File: src/rse_pkg.sv
`default_nettype none

package rse_pkg;

    // Sample and arithmetic widths
    localparam int SAMPLE_BITS = 16;
    localparam int DIFF_BITS   = SAMPLE_BITS + 1;
    localparam int PROD_BITS   = 2 * DIFF_BITS;
    localparam int SQR_BITS    = 2 * SAMPLE_BITS + 1;
    localparam int TERM_BITS   = SQR_BITS + 1;
    localparam int ACC_BITS    = 64;

    // Result format: unsigned Q32.16
    localparam int FRAC_BITS   = 16;
    localparam int INT_BITS    = 32;
    localparam int RATIO_BITS  = INT_BITS + FRAC_BITS;
    localparam int DVD_BITS    = ACC_BITS + FRAC_BITS;
    localparam int STEP_BITS   = $clog2(DVD_BITS);

    // Queue between front and back
    localparam int Q_DEPTH     = 2;
    localparam int Q_PTR_BITS  = $clog2(Q_DEPTH);
    localparam int Q_CNT_BITS  = $clog2(Q_DEPTH + 1);

    // Final sums of one array
    typedef struct packed {
        logic [ACC_BITS-1:0] err;
        logic [ACC_BITS-1:0] eng;
    } sums_t;

    // Queue status seen by its neighbors
    typedef struct packed {
        logic full;
        logic empty;
    } q_status_t;

    // Divider sequencer
    typedef enum logic [2:0] {
        BK_IDLE = 3'b001,
        BK_DIV  = 3'b010,
        BK_DONE = 3'b100
    } bk_state_t;

endpackage

`default_nettype wire

File: src/rse_front.sv
`default_nettype none

module rse_front (
    input  wire                                   clk,
    input  wire                                   rst_n,
    input  wire                                   in_valid,
    output logic                                  in_ready,
    input  wire logic signed [rse_pkg::SAMPLE_BITS-1:0] a_real,
    input  wire logic signed [rse_pkg::SAMPLE_BITS-1:0] a_imag,
    input  wire logic signed [rse_pkg::SAMPLE_BITS-1:0] b_real,
    input  wire logic signed [rse_pkg::SAMPLE_BITS-1:0] b_imag,
    input  wire                                   last,
    input  rse_pkg::q_status_t                    q_status,
    output logic                                  q_push,
    output rse_pkg::sums_t                        q_data
);

    // Stage 1: squared magnitudes
    logic                              s1_valid_reg, s1_valid_next;
    logic                              s1_last_reg;
    logic [rse_pkg::SQR_BITS-1:0]      sq_dr_reg, sq_di_reg, sq_ar_reg, sq_ai_reg;

    // Stage 2: per-item terms
    logic                              s2_valid_reg, s2_valid_next;
    logic                              s2_last_reg;
    logic [rse_pkg::TERM_BITS-1:0]     err_term_reg, eng_term_reg;

    // Accumulators
    logic [rse_pkg::ACC_BITS-1:0]      err_acc_reg, err_acc_next;
    logic [rse_pkg::ACC_BITS-1:0]      eng_acc_reg, eng_acc_next;

    logic                              advance;
    logic signed [rse_pkg::DIFF_BITS-1:0] ar_x, ai_x, dr, di;
    logic signed [rse_pkg::PROD_BITS-1:0] p_dr, p_di, p_ar, p_ai;
    logic [rse_pkg::ACC_BITS:0]        err_wide, eng_wide;
    logic [rse_pkg::ACC_BITS-1:0]      err_sum, eng_sum;

    // Whole pipeline holds only when a finished array cannot enter the queue
    assign advance  = !(s2_valid_reg && s2_last_reg && q_status.full);
    assign in_ready = advance;

    // Differences and squares of the incoming item
    always_comb
    begin
        ar_x = {a_real[rse_pkg::SAMPLE_BITS-1], a_real};
        ai_x = {a_imag[rse_pkg::SAMPLE_BITS-1], a_imag};
        dr   = ar_x - {b_real[rse_pkg::SAMPLE_BITS-1], b_real};
        di   = ai_x - {b_imag[rse_pkg::SAMPLE_BITS-1], b_imag};
        p_dr = dr * dr;
        p_di = di * di;
        p_ar = ar_x * ar_x;
        p_ai = ai_x * ai_x;
    end

    // Saturating accumulation
    always_comb
    begin
        err_wide = {1'b0, err_acc_reg} + (rse_pkg::ACC_BITS+1)'(err_term_reg);
        eng_wide = {1'b0, eng_acc_reg} + (rse_pkg::ACC_BITS+1)'(eng_term_reg);
        err_sum  = err_wide[rse_pkg::ACC_BITS] ? '1 : err_wide[rse_pkg::ACC_BITS-1:0];
        eng_sum  = eng_wide[rse_pkg::ACC_BITS] ? '1 : eng_wide[rse_pkg::ACC_BITS-1:0];
    end

    assign q_push     = advance && s2_valid_reg && s2_last_reg;
    assign q_data.err = err_sum;
    assign q_data.eng = eng_sum;

    // Next state of control and accumulators
    always_comb
    begin
        s1_valid_next = s1_valid_reg;
        s2_valid_next = s2_valid_reg;
        err_acc_next  = err_acc_reg;
        eng_acc_next  = eng_acc_reg;
        if (advance)
        begin
            s1_valid_next = in_valid;
            s2_valid_next = s1_valid_reg;
            if (s2_valid_reg)
            begin
                if (s2_last_reg)
                begin
                    err_acc_next = '0;
                    eng_acc_next = '0;
                end
                else
                begin
                    err_acc_next = err_sum;
                    eng_acc_next = eng_sum;
                end
            end
        end
    end

    always_ff @(posedge clk or negedge rst_n)
    begin
        if (!rst_n)
        begin
            s1_valid_reg <= 1'b0;
            s2_valid_reg <= 1'b0;
            err_acc_reg  <= '0;
            eng_acc_reg  <= '0;
        end
        else
        begin
            s1_valid_reg <= s1_valid_next;
            s2_valid_reg <= s2_valid_next;
            err_acc_reg  <= err_acc_next;
            eng_acc_reg  <= eng_acc_next;
        end
    end

    // Payload stages
    always_ff @(posedge clk)
    begin
        if (advance)
        begin
            s1_last_reg  <= last;
            sq_dr_reg    <= p_dr[rse_pkg::SQR_BITS-1:0];
            sq_di_reg    <= p_di[rse_pkg::SQR_BITS-1:0];
            sq_ar_reg    <= p_ar[rse_pkg::SQR_BITS-1:0];
            sq_ai_reg    <= p_ai[rse_pkg::SQR_BITS-1:0];
            s2_last_reg  <= s1_last_reg;
            err_term_reg <= {1'b0, sq_dr_reg} + {1'b0, sq_di_reg};
            eng_term_reg <= {1'b0, sq_ar_reg} + {1'b0, sq_ai_reg};
        end
    end

endmodule

`default_nettype wire

File: src/rse_queue.sv
`default_nettype none

module rse_queue (
    input  wire                    clk,
    input  wire                    rst_n,
    input  wire                    push,
    input  rse_pkg::sums_t         push_data,
    input  wire                    pop,
    output rse_pkg::sums_t         pop_data,
    output rse_pkg::q_status_t     status
);

    rse_pkg::sums_t                  mem_reg [rse_pkg::Q_DEPTH];
    logic [rse_pkg::Q_PTR_BITS-1:0]  wr_ptr_reg, wr_ptr_next;
    logic [rse_pkg::Q_PTR_BITS-1:0]  rd_ptr_reg, rd_ptr_next;
    logic [rse_pkg::Q_CNT_BITS-1:0]  cnt_reg, cnt_next;
    logic                            do_push, do_pop;

    assign status.full  = (cnt_reg == rse_pkg::Q_CNT_BITS'(rse_pkg::Q_DEPTH));
    assign status.empty = (cnt_reg == '0);
    assign do_push      = push && !status.full;
    assign do_pop       = pop && !status.empty;
    assign pop_data     = mem_reg[rd_ptr_reg];

    // Pointer and fill count
    always_comb
    begin
        wr_ptr_next = wr_ptr_reg;
        rd_ptr_next = rd_ptr_reg;
        cnt_next    = cnt_reg;
        if (do_push)
        begin
            wr_ptr_next = (wr_ptr_reg == rse_pkg::Q_PTR_BITS'(rse_pkg::Q_DEPTH - 1))
                          ? '0 : wr_ptr_reg + 1'b1;
        end
        if (do_pop)
        begin
            rd_ptr_next = (rd_ptr_reg == rse_pkg::Q_PTR_BITS'(rse_pkg::Q_DEPTH - 1))
                          ? '0 : rd_ptr_reg + 1'b1;
        end
        if (do_push && !do_pop)
        begin
            cnt_next = cnt_reg + 1'b1;
        end
        else if (do_pop && !do_push)
        begin
            cnt_next = cnt_reg - 1'b1;
        end
    end

    always_ff @(posedge clk or negedge rst_n)
    begin
        if (!rst_n)
        begin
            wr_ptr_reg <= '0;
            rd_ptr_reg <= '0;
            cnt_reg    <= '0;
        end
        else
        begin
            wr_ptr_reg <= wr_ptr_next;
            rd_ptr_reg <= rd_ptr_next;
            cnt_reg    <= cnt_next;
        end
    end

    // Entry storage
    always_ff @(posedge clk)
    begin
        if (do_push)
        begin
            mem_reg[wr_ptr_reg] <= push_data;
        end
    end

endmodule

`default_nettype wire

File: src/rse_back.sv
`default_nettype none

module rse_back (
    input  wire                              clk,
    input  wire                              rst_n,
    input  rse_pkg::q_status_t               q_status,
    input  rse_pkg::sums_t                   q_data,
    output logic                             q_pop,
    output logic                             out_valid,
    input  wire                              out_ready,
    output logic [rse_pkg::RATIO_BITS-1:0]   ratio,
    output logic                             floored
);

    rse_pkg::bk_state_t                 state_reg, state_next;
    logic [rse_pkg::STEP_BITS-1:0]      step_reg, step_next;
    logic [rse_pkg::ACC_BITS-1:0]       rem_reg, rem_next;
    logic [rse_pkg::DVD_BITS-1:0]       dvd_reg, dvd_next;
    logic [rse_pkg::ACC_BITS-1:0]       den_reg, den_next;
    logic [rse_pkg::RATIO_BITS-1:0]     quo_reg, quo_next;
    logic                               sat_reg, sat_next;
    logic                               fl_reg, fl_next;
    logic                               out_valid_reg, out_valid_next;
    logic [rse_pkg::RATIO_BITS-1:0]     ratio_reg;
    logic                               floored_reg;

    logic [rse_pkg::ACC_BITS:0]         rem_shift, rem_diff;
    logic                               ge;
    logic                               zero_eng;
    logic                               load_out;

    assign out_valid = out_valid_reg;
    assign ratio     = ratio_reg;
    assign floored   = floored_reg;

    // One restoring step: shift in the next dividend bit, subtract if it fits
    always_comb
    begin
        rem_shift = {rem_reg, dvd_reg[rse_pkg::DVD_BITS-1]};
        rem_diff  = rem_shift - {1'b0, den_reg};
        ge        = (rem_shift >= {1'b0, den_reg});
    end

    assign zero_eng = (q_data.eng == '0);
    assign q_pop    = (state_reg == rse_pkg::BK_IDLE) && !q_status.empty;
    assign load_out = (state_reg == rse_pkg::BK_DONE) && (!out_valid_reg || out_ready);

    // Sequencer
    always_comb
    begin
        state_next     = state_reg;
        step_next      = step_reg;
        rem_next       = rem_reg;
        dvd_next       = dvd_reg;
        den_next       = den_reg;
        quo_next       = quo_reg;
        sat_next       = sat_reg;
        fl_next        = fl_reg;
        out_valid_next = out_valid_reg;
        if (out_valid_reg && out_ready)
        begin
            out_valid_next = 1'b0;
        end
        unique case (state_reg)
            rse_pkg::BK_IDLE:
            begin
                if (!q_status.empty)
                begin
                    step_next  = '0;
                    rem_next   = '0;
                    dvd_next   = {q_data.err, {rse_pkg::FRAC_BITS{1'b0}}};
                    den_next   = zero_eng ? rse_pkg::ACC_BITS'(1) : q_data.eng;
                    fl_next    = zero_eng;
                    quo_next   = '0;
                    sat_next   = 1'b0;
                    state_next = rse_pkg::BK_DIV;
                end
            end
            rse_pkg::BK_DIV:
            begin
                rem_next  = ge ? rem_diff[rse_pkg::ACC_BITS-1:0]
                               : rem_shift[rse_pkg::ACC_BITS-1:0];
                dvd_next  = {dvd_reg[rse_pkg::DVD_BITS-2:0], 1'b0};
                quo_next  = {quo_reg[rse_pkg::RATIO_BITS-2:0], ge};
                // a one pushed past the top means the integer part hit 2^32
                sat_next  = sat_reg | quo_reg[rse_pkg::RATIO_BITS-1];
                step_next = step_reg + 1'b1;
                if (step_reg == rse_pkg::STEP_BITS'(rse_pkg::DVD_BITS - 1))
                begin
                    state_next = rse_pkg::BK_DONE;
                end
            end
            rse_pkg::BK_DONE:
            begin
                if (load_out)
                begin
                    out_valid_next = 1'b1;
                    state_next     = rse_pkg::BK_IDLE;
                end
            end
            default:
            begin
                state_next = rse_pkg::BK_IDLE;
            end
        endcase
    end

    always_ff @(posedge clk or negedge rst_n)
    begin
        if (!rst_n)
        begin
            state_reg     <= rse_pkg::BK_IDLE;
            out_valid_reg <= 1'b0;
        end
        else
        begin
            state_reg     <= state_next;
            out_valid_reg <= out_valid_next;
        end
    end

    // Divider datapath and result register
    always_ff @(posedge clk)
    begin
        step_reg <= step_next;
        rem_reg  <= rem_next;
        dvd_reg  <= dvd_next;
        den_reg  <= den_next;
        quo_reg  <= quo_next;
        sat_reg  <= sat_next;
        fl_reg   <= fl_next;
        if (load_out)
        begin
            ratio_reg   <= sat_reg ? '1 : quo_reg;
            floored_reg <= fl_reg;
        end
    end

endmodule

`default_nettype wire

File: src/relative_squared_error_top.sv
// Channel   Handshake               Payload
// input     in_valid / in_ready     a_real, a_imag, b_real, b_imag (s16), last
// output    out_valid / out_ready   ratio (u48, Q32.16), floored
//
// The front takes one item per cycle while in_ready is high; two pipeline
// stages square and accumulate. The back runs each array end through the
// bit-serial restoring divider (80 quotient bits, one per cycle), then load
// and hand-off. A two-entry queue holds finished sums; in_ready drops only
// when an array end meets a full queue. Reset clears accumulators and control.
`default_nettype none

module relative_squared_error_top (
    input  wire                                   clk,
    input  wire                                   rst_n,
    input  wire                                   in_valid,
    output logic                                  in_ready,
    input  wire logic signed [rse_pkg::SAMPLE_BITS-1:0] a_real,
    input  wire logic signed [rse_pkg::SAMPLE_BITS-1:0] a_imag,
    input  wire logic signed [rse_pkg::SAMPLE_BITS-1:0] b_real,
    input  wire logic signed [rse_pkg::SAMPLE_BITS-1:0] b_imag,
    input  wire                                   last,
    output logic                                  out_valid,
    input  wire                                   out_ready,
    output logic [rse_pkg::RATIO_BITS-1:0]        ratio,
    output logic                                  floored
);

    rse_pkg::q_status_t q_status;
    rse_pkg::sums_t     push_data;
    rse_pkg::sums_t     pop_data;
    logic               q_push;
    logic               q_pop;

    // Accumulating front
    rse_front u_front (
        .clk      (clk),
        .rst_n    (rst_n),
        .in_valid (in_valid),
        .in_ready (in_ready),
        .a_real   (a_real),
        .a_imag   (a_imag),
        .b_real   (b_real),
        .b_imag   (b_imag),
        .last     (last),
        .q_status (q_status),
        .q_push   (q_push),
        .q_data   (push_data)
    );

    // Sums waiting for the divider
    rse_queue u_queue (
        .clk       (clk),
        .rst_n     (rst_n),
        .push      (q_push),
        .push_data (push_data),
        .pop       (q_pop),
        .pop_data  (pop_data),
        .status    (q_status)
    );

    // Dividing back
    rse_back u_back (
        .clk       (clk),
        .rst_n     (rst_n),
        .q_status  (q_status),
        .q_data    (pop_data),
        .q_pop     (q_pop),
        .out_valid (out_valid),
        .out_ready (out_ready),
        .ratio     (ratio),
        .floored   (floored)
    );

endmodule

`default_nettype wire
File: config.mk
export PLATFORM = sky130hd
export DESIGN_NAME = relative_squared_error_top
export DESIGN_NICKNAME = d
export VERILOG_FILES = /design/src/rse_pkg.sv /design/src/rse_front.sv /design/src/rse_queue.sv /design/src/rse_back.sv /design/src/relative_squared_error_top.sv
export SDC_FILE = /design/constraint.sdc
export NUM_CORES = 2
export LEC_CHECK = 0
export BUFFER_PORTS_ARGS = -buffer_cell sky130_fd_sc_hd__buf_2
export CAP_MARGIN = 10
export CORE_AREA = 2 2 387 389
export CTS_BUF_LIST = sky130_fd_sc_hd__clkbuf_4 sky130_fd_sc_hd__clkbuf_8
export DETAILED_ROUTE_END_ITERATION = 8
export DIE_AREA = 0 0 389 391
export PLACE_DENSITY = 0.73
export SYNTH_ARGS = -nofsm -noshare
export SYNTH_HDL_FRONTEND = slang
export SYNTH_SLANG_ARGS = --single-unit
File: constraint.sdc
create_clock -name clk -period 12.1 [get_ports clk]
set_input_delay 0.605 -clock clk [delete_from_list [all_inputs] [get_ports clk]]
set_output_delay 0.605 -clock clk [all_outputs]
set_load 0.03 [all_outputs]
Word level (Yosys, flattened, before mapping)
Memory sizes are Yosys's and may differ from the RTL's.
Index checks and enable logic that the tools add are counted.
{"block": "op_classes", "n_addsub": 12, "mul": 4, "order_cmp": 1, "eq_ne": 8, "muxes": 28, "bitwise": 3, "n_reduce_logical": 26}
{"cell": "$mux W64", "count": 6}
{"cell": "$pmux W80 S2", "count": 1}
{"cell": "$add A64 B34 Y65", "count": 2}
{"cell": "$pmux W64 S2", "count": 1}
{"cell": "$pmux W48 S2", "count": 1}
{"cell": "$mux W80", "count": 1}
{"cell": "$add A33 B33 Y34", "count": 2}
{"cell": "$mul A17 B17 Y33", "count": 2}
{"cell": "$ge A65 B64 Y1", "count": 1}
{"cell": "$logic_not A64 Y1", "count": 1}
{"cell": "$mul A16 B16 Y32", "count": 2}
{"cell": "$sub A64 B64 Y64", "count": 1}
{"cell": "$mux W48", "count": 1}
{"cell": "$sub A16 B16 Y17", "count": 2}
{"cell": "$pmux W7 S2", "count": 1}
{"cell": "$logic_and A1 B1 Y1", "count": 11}
{"cell": "$mux W3", "count": 3}
{"cell": "$pmux W3 S3", "count": 1}
{"cell": "$mux W1", "count": 8}
{"cell": "$add A7 B1 Y7 const B", "count": 1}
{"cell": "$eq A7 B7 Y1 const B", "count": 1}
{"cell": "$mux W7", "count": 1}
{"cell": "$logic_not A1 Y1", "count": 6}
{"cell": "$reduce_and A2 Y1", "count": 3}
{"cell": "17 further kinds", "count": 22}
{"block": "totals", "regBits": 654, "ramBits": 256, "input_bits": 69, "word_cells": 109, "mem_count": 1}
{"name": "u_queue.mem_reg", "depth": 2, "width": 128, "rd": 1, "rd_clocked_by_memory_dff": 0, "wr": 1, "line_no": "rse_queue.sv:13", "rtl": "rse_pkg::sums_t mem_reg [rse_pkg::Q_DEPTH];"}

Logic depth before layout (Yosys ltp)
{"block": "logic_depth", "depth_word": 10, "mapped_depth": 42}

By module
From an unflattened synthesis, not the netlist that was laid out.
{"block": "hier_totals", "hier_cells": 7930, "area_unflattened_um2": 82287.7}
{"mod": "rse_front", "n_inst": 1, "cells_each": 5994, "area_each_um2": 56623.1, "seq_area_each_um2": 9138.8}
{"mod": "rse_back", "n_inst": 1, "cells_each": 1519, "area_each_um2": 16188.0, "seq_area_each_um2": 9049.9}
{"mod": "rse_queue", "n_inst": 1, "cells_each": 417, "area_each_um2": 9476.6, "seq_area_each_um2": 7787.5}

Least setup slack after synthesis
No wires, ideal clock.
{"block": "synth_timing", "path_type": "register -> register", "startpoint": "register u_front.s2_last_reg", "endpoint": "memory u_queue.mem_reg[0][0] (netlist name) (enable)", "t_arrival_ns": 11.899, "setup_slack_ns": -0.417, "stages_incl_launch_ff": 6, "synth_period_minus_slack_ns": 12.517, "cell_sequence": "edfxtp_1 > nand4b_1 > and2_1 > clkbuf_1 > nand2_1 > nor2_1"}
{"block": "synth_via", "elab_chain_cells": 8}
{"element": "start: declaration", "line_no": "rse_front.sv:25", "rtl": "logic s2_last_reg;"}
{"element": "start signal: assignment", "line_no": "rse_front.sv:123", "rtl": "s2_last_reg <= s1_last_reg;"}
{"element": "$logic_and A1 B1 Y1 (2 in a row)", "line_no": "rse_front.sv:39", "rtl": "assign advance = !(s2_valid_reg && s2_last_reg && q_status.full);"}
{"element": "$logic_not A1 Y1", "line_no": "rse_front.sv:39"}
{"element": "named net in_ready", "line_no": "relative_squared_error_top.sv:16", "rtl": "output logic in_ready,"}
{"element": "$logic_and A1 B1 Y1 (2 in a row)", "line_no": "rse_front.sv:64", "rtl": "assign q_push = advance && s2_valid_reg && s2_last_reg;"}
{"element": "$logic_and A1 B1 Y1", "line_no": "rse_queue.sv:21", "rtl": "assign do_push = push && !status.full;"}
{"element": "$mux W1", "line_no": "rse_queue.sv:70", "rtl": "if (do_push)"}
{"element": "$mux W1 (implied by the code)", "line_no": "rse_queue.sv:72", "rtl": "mem_reg[wr_ptr_reg] <= push_data;"}
{"element": "end: declaration", "line_no": "rse_queue.sv:13"}
The timed path passes the listed nets, and every way through them passes these cells.

Final worst setup path
{"block": "layout_timing", "startpoint": "input port a_imag[0] (netlist name)", "endpoint": "register u_front.sq_di_reg[32] (netlist name) (data pin)"}
{"block": "layout_via", "elab_chain_cells": 2}
{"element": "start: declaration", "line_no": "relative_squared_error_top.sv:18", "rtl": "input wire logic signed [rse_pkg::SAMPLE_BITS-1:0] a_imag,"}
{"element": "$sub A16 B16 Y17", "line_no": "rse_front.sv:48", "rtl": "di = ai_x - {b_imag[rse_pkg::SAMPLE_BITS-1], b_imag};"}
{"element": "$mul A17 B17 Y33", "line_no": "rse_front.sv:50", "rtl": "p_di = di * di;"}
{"element": "named net u_front.p_di, one bit", "line_no": "rse_front.sv:34", "rtl": "logic signed [rse_pkg::PROD_BITS-1:0] p_dr, p_di, p_ar, p_ai;"}
{"element": "end signal: assignment", "line_no": "rse_front.sv:120", "rtl": "sq_di_reg <= p_di[rse_pkg::SQR_BITS-1:0];"}
{"element": "end: declaration", "line_no": "rse_front.sv:21", "rtl": "logic [rse_pkg::SQR_BITS-1:0] sq_dr_reg, sq_di_reg, sq_ar_reg, sq_ai_reg;"}
The timed path passes the listed nets, and every way through them passes these cells.
A chain may end at the register's enable or synchronous reset.

==> flow_metrics.tcl <==
set metrics [dict create \
    yosysWarningCount 0 \
    initial_utilization_pct 54.4 \
    post-route-period-util_pct 80.8 \
    io_pins 120 \
    cpPeakStageDelay_ns 0.62 \
    grt.overflow.total 0 \
    synth_top_family_by_area "adder cells" \
    die_area_sq_mm 0.152 \
    grtUsageTotal_pct 24.6 \
    die_x_um 389 \
    via_count 54300 \
    critPathLaunchType "primary input" \
    yosysSeqAreaShare_pct 32.2 \
    setup_viol 0 \
    cts_buffers 147 \
    ant_nets 0 \
    slew_headroom_pct 8.68 \
    row_count 142 \
    top_layer_used "met5" \
    synth-edff-count 750 \
    stdcell_area_sq_mm 0.0867 \
    clock_latency_ns 0.83 \
    ctsHtreeMaxLevel 4 \
    gp_congestion 0.938 \
    largest_register_ffs 256 \
    skew_ns 0.0491 \
    grt_pass1_wl_mm 299 \
    dieHeight_um 391 \
    netlist.area_leader.share_pct 27.9 \
    dp_slack_ns 1.55 \
    fin_ws_ns 2.32 \
    crit_fanout 12 \
    wirelength_met1_mm 78.6 \
    yosysUniqueCellTypes 94 \
    end_kind "flop" \
    synthCells 7680 \
    cts-root-buf "clkbuf_8" \
    crit_required_ns 12.69 \
    ys_top_cells_by_area "edfxtp_1 28%, fa_1 25%, ha_1 8.6%, inv_1 6.6%, dfrtp_1 4.2%" \
    rsz0062_at_grt "false" \
    wl_met2_mm 87.3 \
    port_buffers 119 \
    path_clk_slew_ns 0.07 \
    n_fill_cell 12400 \
    syn_area_sq_mm 0.0808 \
    grt_pass1_vias 57400 \
    dpl_cell_area_sq_mm 0.0834 \
    synthMuxAreaShare_pct 2.37 \
    cts_sinks 888 \
    synth_xor_area_share_pct 4.18 \
    drc 0 \
    finalHoldViolCount 0 \
    ys.flop_type "edfxtp_1" \
    drtIter0Drc 3585 \
    synth_simple_gate_area_share_pct 10.6 \
    firstDrtPassIters 6 \
    synth_top_area_cell "edfxtp_1" \
    ys_ff_latch 888 \
    timing.fmax_mhz 102 \
    area_delta_synth_final_pct 7.40 \
    async_flop_share_pct 15.5 \
    synth_fa_ha_area_share_pct 33.7 \
    avgViaCountPerCell 5.51 \
    syn_nets 9317 \
    dr_wl_met3_mm 9.96 \
    drive_gt1_share_pct 7.81 \
    path_class "in2reg" \
    routed_wl_mm 182 \
    cp_data_arrival_time_ns 10.37 \
    min_path_type "in2reg" \
    cts_tree "done" \
    synth_compound_area_share_pct 9.25 \
    antenna_found_initial 3 \
    grt_start_max_net_pins 109 \
    synth_area_per_cell_sq_um 10.5 \
    drv_slew 0 \
    clock_path_buffers 3 \
    wl_per_cell_um 18.4 \
    period_needed_ns 9.78 \
    outcome "finished, final reports clean" \
    drv_cap 0 \
    nets 9419 \
    crit_slowest_cell "xor2_1" \
    dp_hpwl_mm 141 \
    core_sq_mm 0.149 \
    fin_tns_setup_ns 0 \
    reg2reg_slack_ns 7.26 \
    worstMarginPinSlew_ns 1.36 \
]
-- synthesized netlist by cell type (14+ instances only) --
cell      number
mux2i_1      111
nand2_1      662
o21a_1        57
and4_1        14
o211ai_1      21
dfrtp_1      137
a211oi_1      25
a22o_1        87
o21bai_1      30
o31ai_1       19
and3_1        48
a21oi_1      303
nand2b_1      65
edfxtp_1     750
fa_1        1011
o21ai_0      282
or3_1         18
mux2_2        71
ha_1         557
nor2_1       506
a21o_1       154
nand4_1       43
xnor2_1      253
nand3_1       84
and2_1       144
a31oi_1       31
nor2b_1       61
nor3_1        87
xor2_1       132
inv_1       1419
clkbuf_1     191
or2_2         63
nor4_1        32
-- cells in the final DEF, fill, tap and decap left out, drive strengths merged, types with 32 or more instances in the layout --
| cell type | netlist | routed |
|---|---|---|
| nor3 | 88 | 88 |
| nand2b | 65 | 65 |
| nand4 | 43 | 43 |
| inv | 1423 | 1434 |
| xnor2 | 253 | 253 |
| a21oi | 304 | 304 |
| edfxtp | 750 | 750 |
| nand2 | 662 | 662 |
| a21o | 154 | 154 |
| buf | 27 | 170 |
| a22o | 87 | 87 |
| nand3 | 85 | 85 |
| or2 | 65 | 65 |
| ha | 557 | 557 |
| clkinv | 10 | 43 |
| fa | 1011 | 1011 |
| and3 | 48 | 48 |
| o21ai | 293 | 293 |
| and2 | 144 | 144 |
| nor2b | 61 | 61 |
| nor4 | 32 | 32 |
| dfrtp | 137 | 137 |
| mux2i | 111 | 111 |
| mux2 | 71 | 71 |
| nor2 | 506 | 506 |
| o21a | 57 | 57 |
| clkbuf | 192 | 218 |
| xor2 | 132 | 132 |
-- what timing repair did --
action | in CTS | in global routing
hold buffers | 2 | 0
endpoints found under the hold margin | 73 | 0
resized for setup | 0 | 0
buffers inserted | 0 | 0
-- per-stage QoR --
stage               utilization, %  instances  hold slack (ns)
floorplan                        -       7680            0.309
global placement              56.1       9575            0.406
detailed placement            56.1       9575            0.409
CTS                           58.4       9849           0.0735
global route                  58.4       9850            0.125
finish                        58.4       9851            0.158
-- critical path: cells and delay by family --
family          cells  cell delay [ns]
simple gates        4             0.51
fa+ha+maj           8             3.57
xor+xnor            2             0.74
buf+inv             7             1.15
compound gates     16             3.75
-- cells by family after synthesis --
logic type / after synthesis
muxes: 182
adders and majority gates: 1568
AOI/OAI and AO/OA: 1150
DFF: 888
and+or+nand+nor: 1855
buffers and inverters: 1652
xor gates and xnor gates: 385
-- layout make-up --
class                   count  area (sq um)  area share [%]
multi-input cells        5140         48600            56.1
diodes                      2          5.00         0.00577
well taps                1944          2430            2.80
clock inverters            54           611           0.704
clock buffers             218          2700            3.11
flip-flops and latches    888         26000            30.0
inverters                1433          5380            6.20
repair buffers            172          1000            1.16
-- path summary, 6_finish.rpt --
kind                                                 start                             endpoint  cells after the start
max                                              a_imag[0]      u_front.sq_di_reg[32]$_DFFE_PN_                     37
min                                              out_ready           u_back.out_valid$_DFF_PN0_                      3
max reg2reg                u_back.rem_reg[7]$_SDFFCE_PN0P_     u_back.rem_reg[34]$_SDFFCE_PN0P_                     13
min reg2reg                  u_front.s1_last_reg$_DFFE_PN_        u_front.s2_last_reg$_DFFE_PN_                      0
max in group asynchronous                            rst_n  u_front.eng_acc_reg[20]$_DFFE_PN0P_                      3
min in group asynchronous                            rst_n  u_front.err_acc_reg[58]$_DFFE_PN0P_                      2
-- routing by layer --
layer | vias up | GRT usage [%]
li1 | 25400 | -
met1 | 27000 | 33.1
met2 | 1590 | 41.2
met3 | 357 | 3.07
met4 | 2 | 8.51
met5 | - | 0
Power is not shown: default switching activity piles up to over one toggle a cycle in this logic, so the estimate is an artifact.
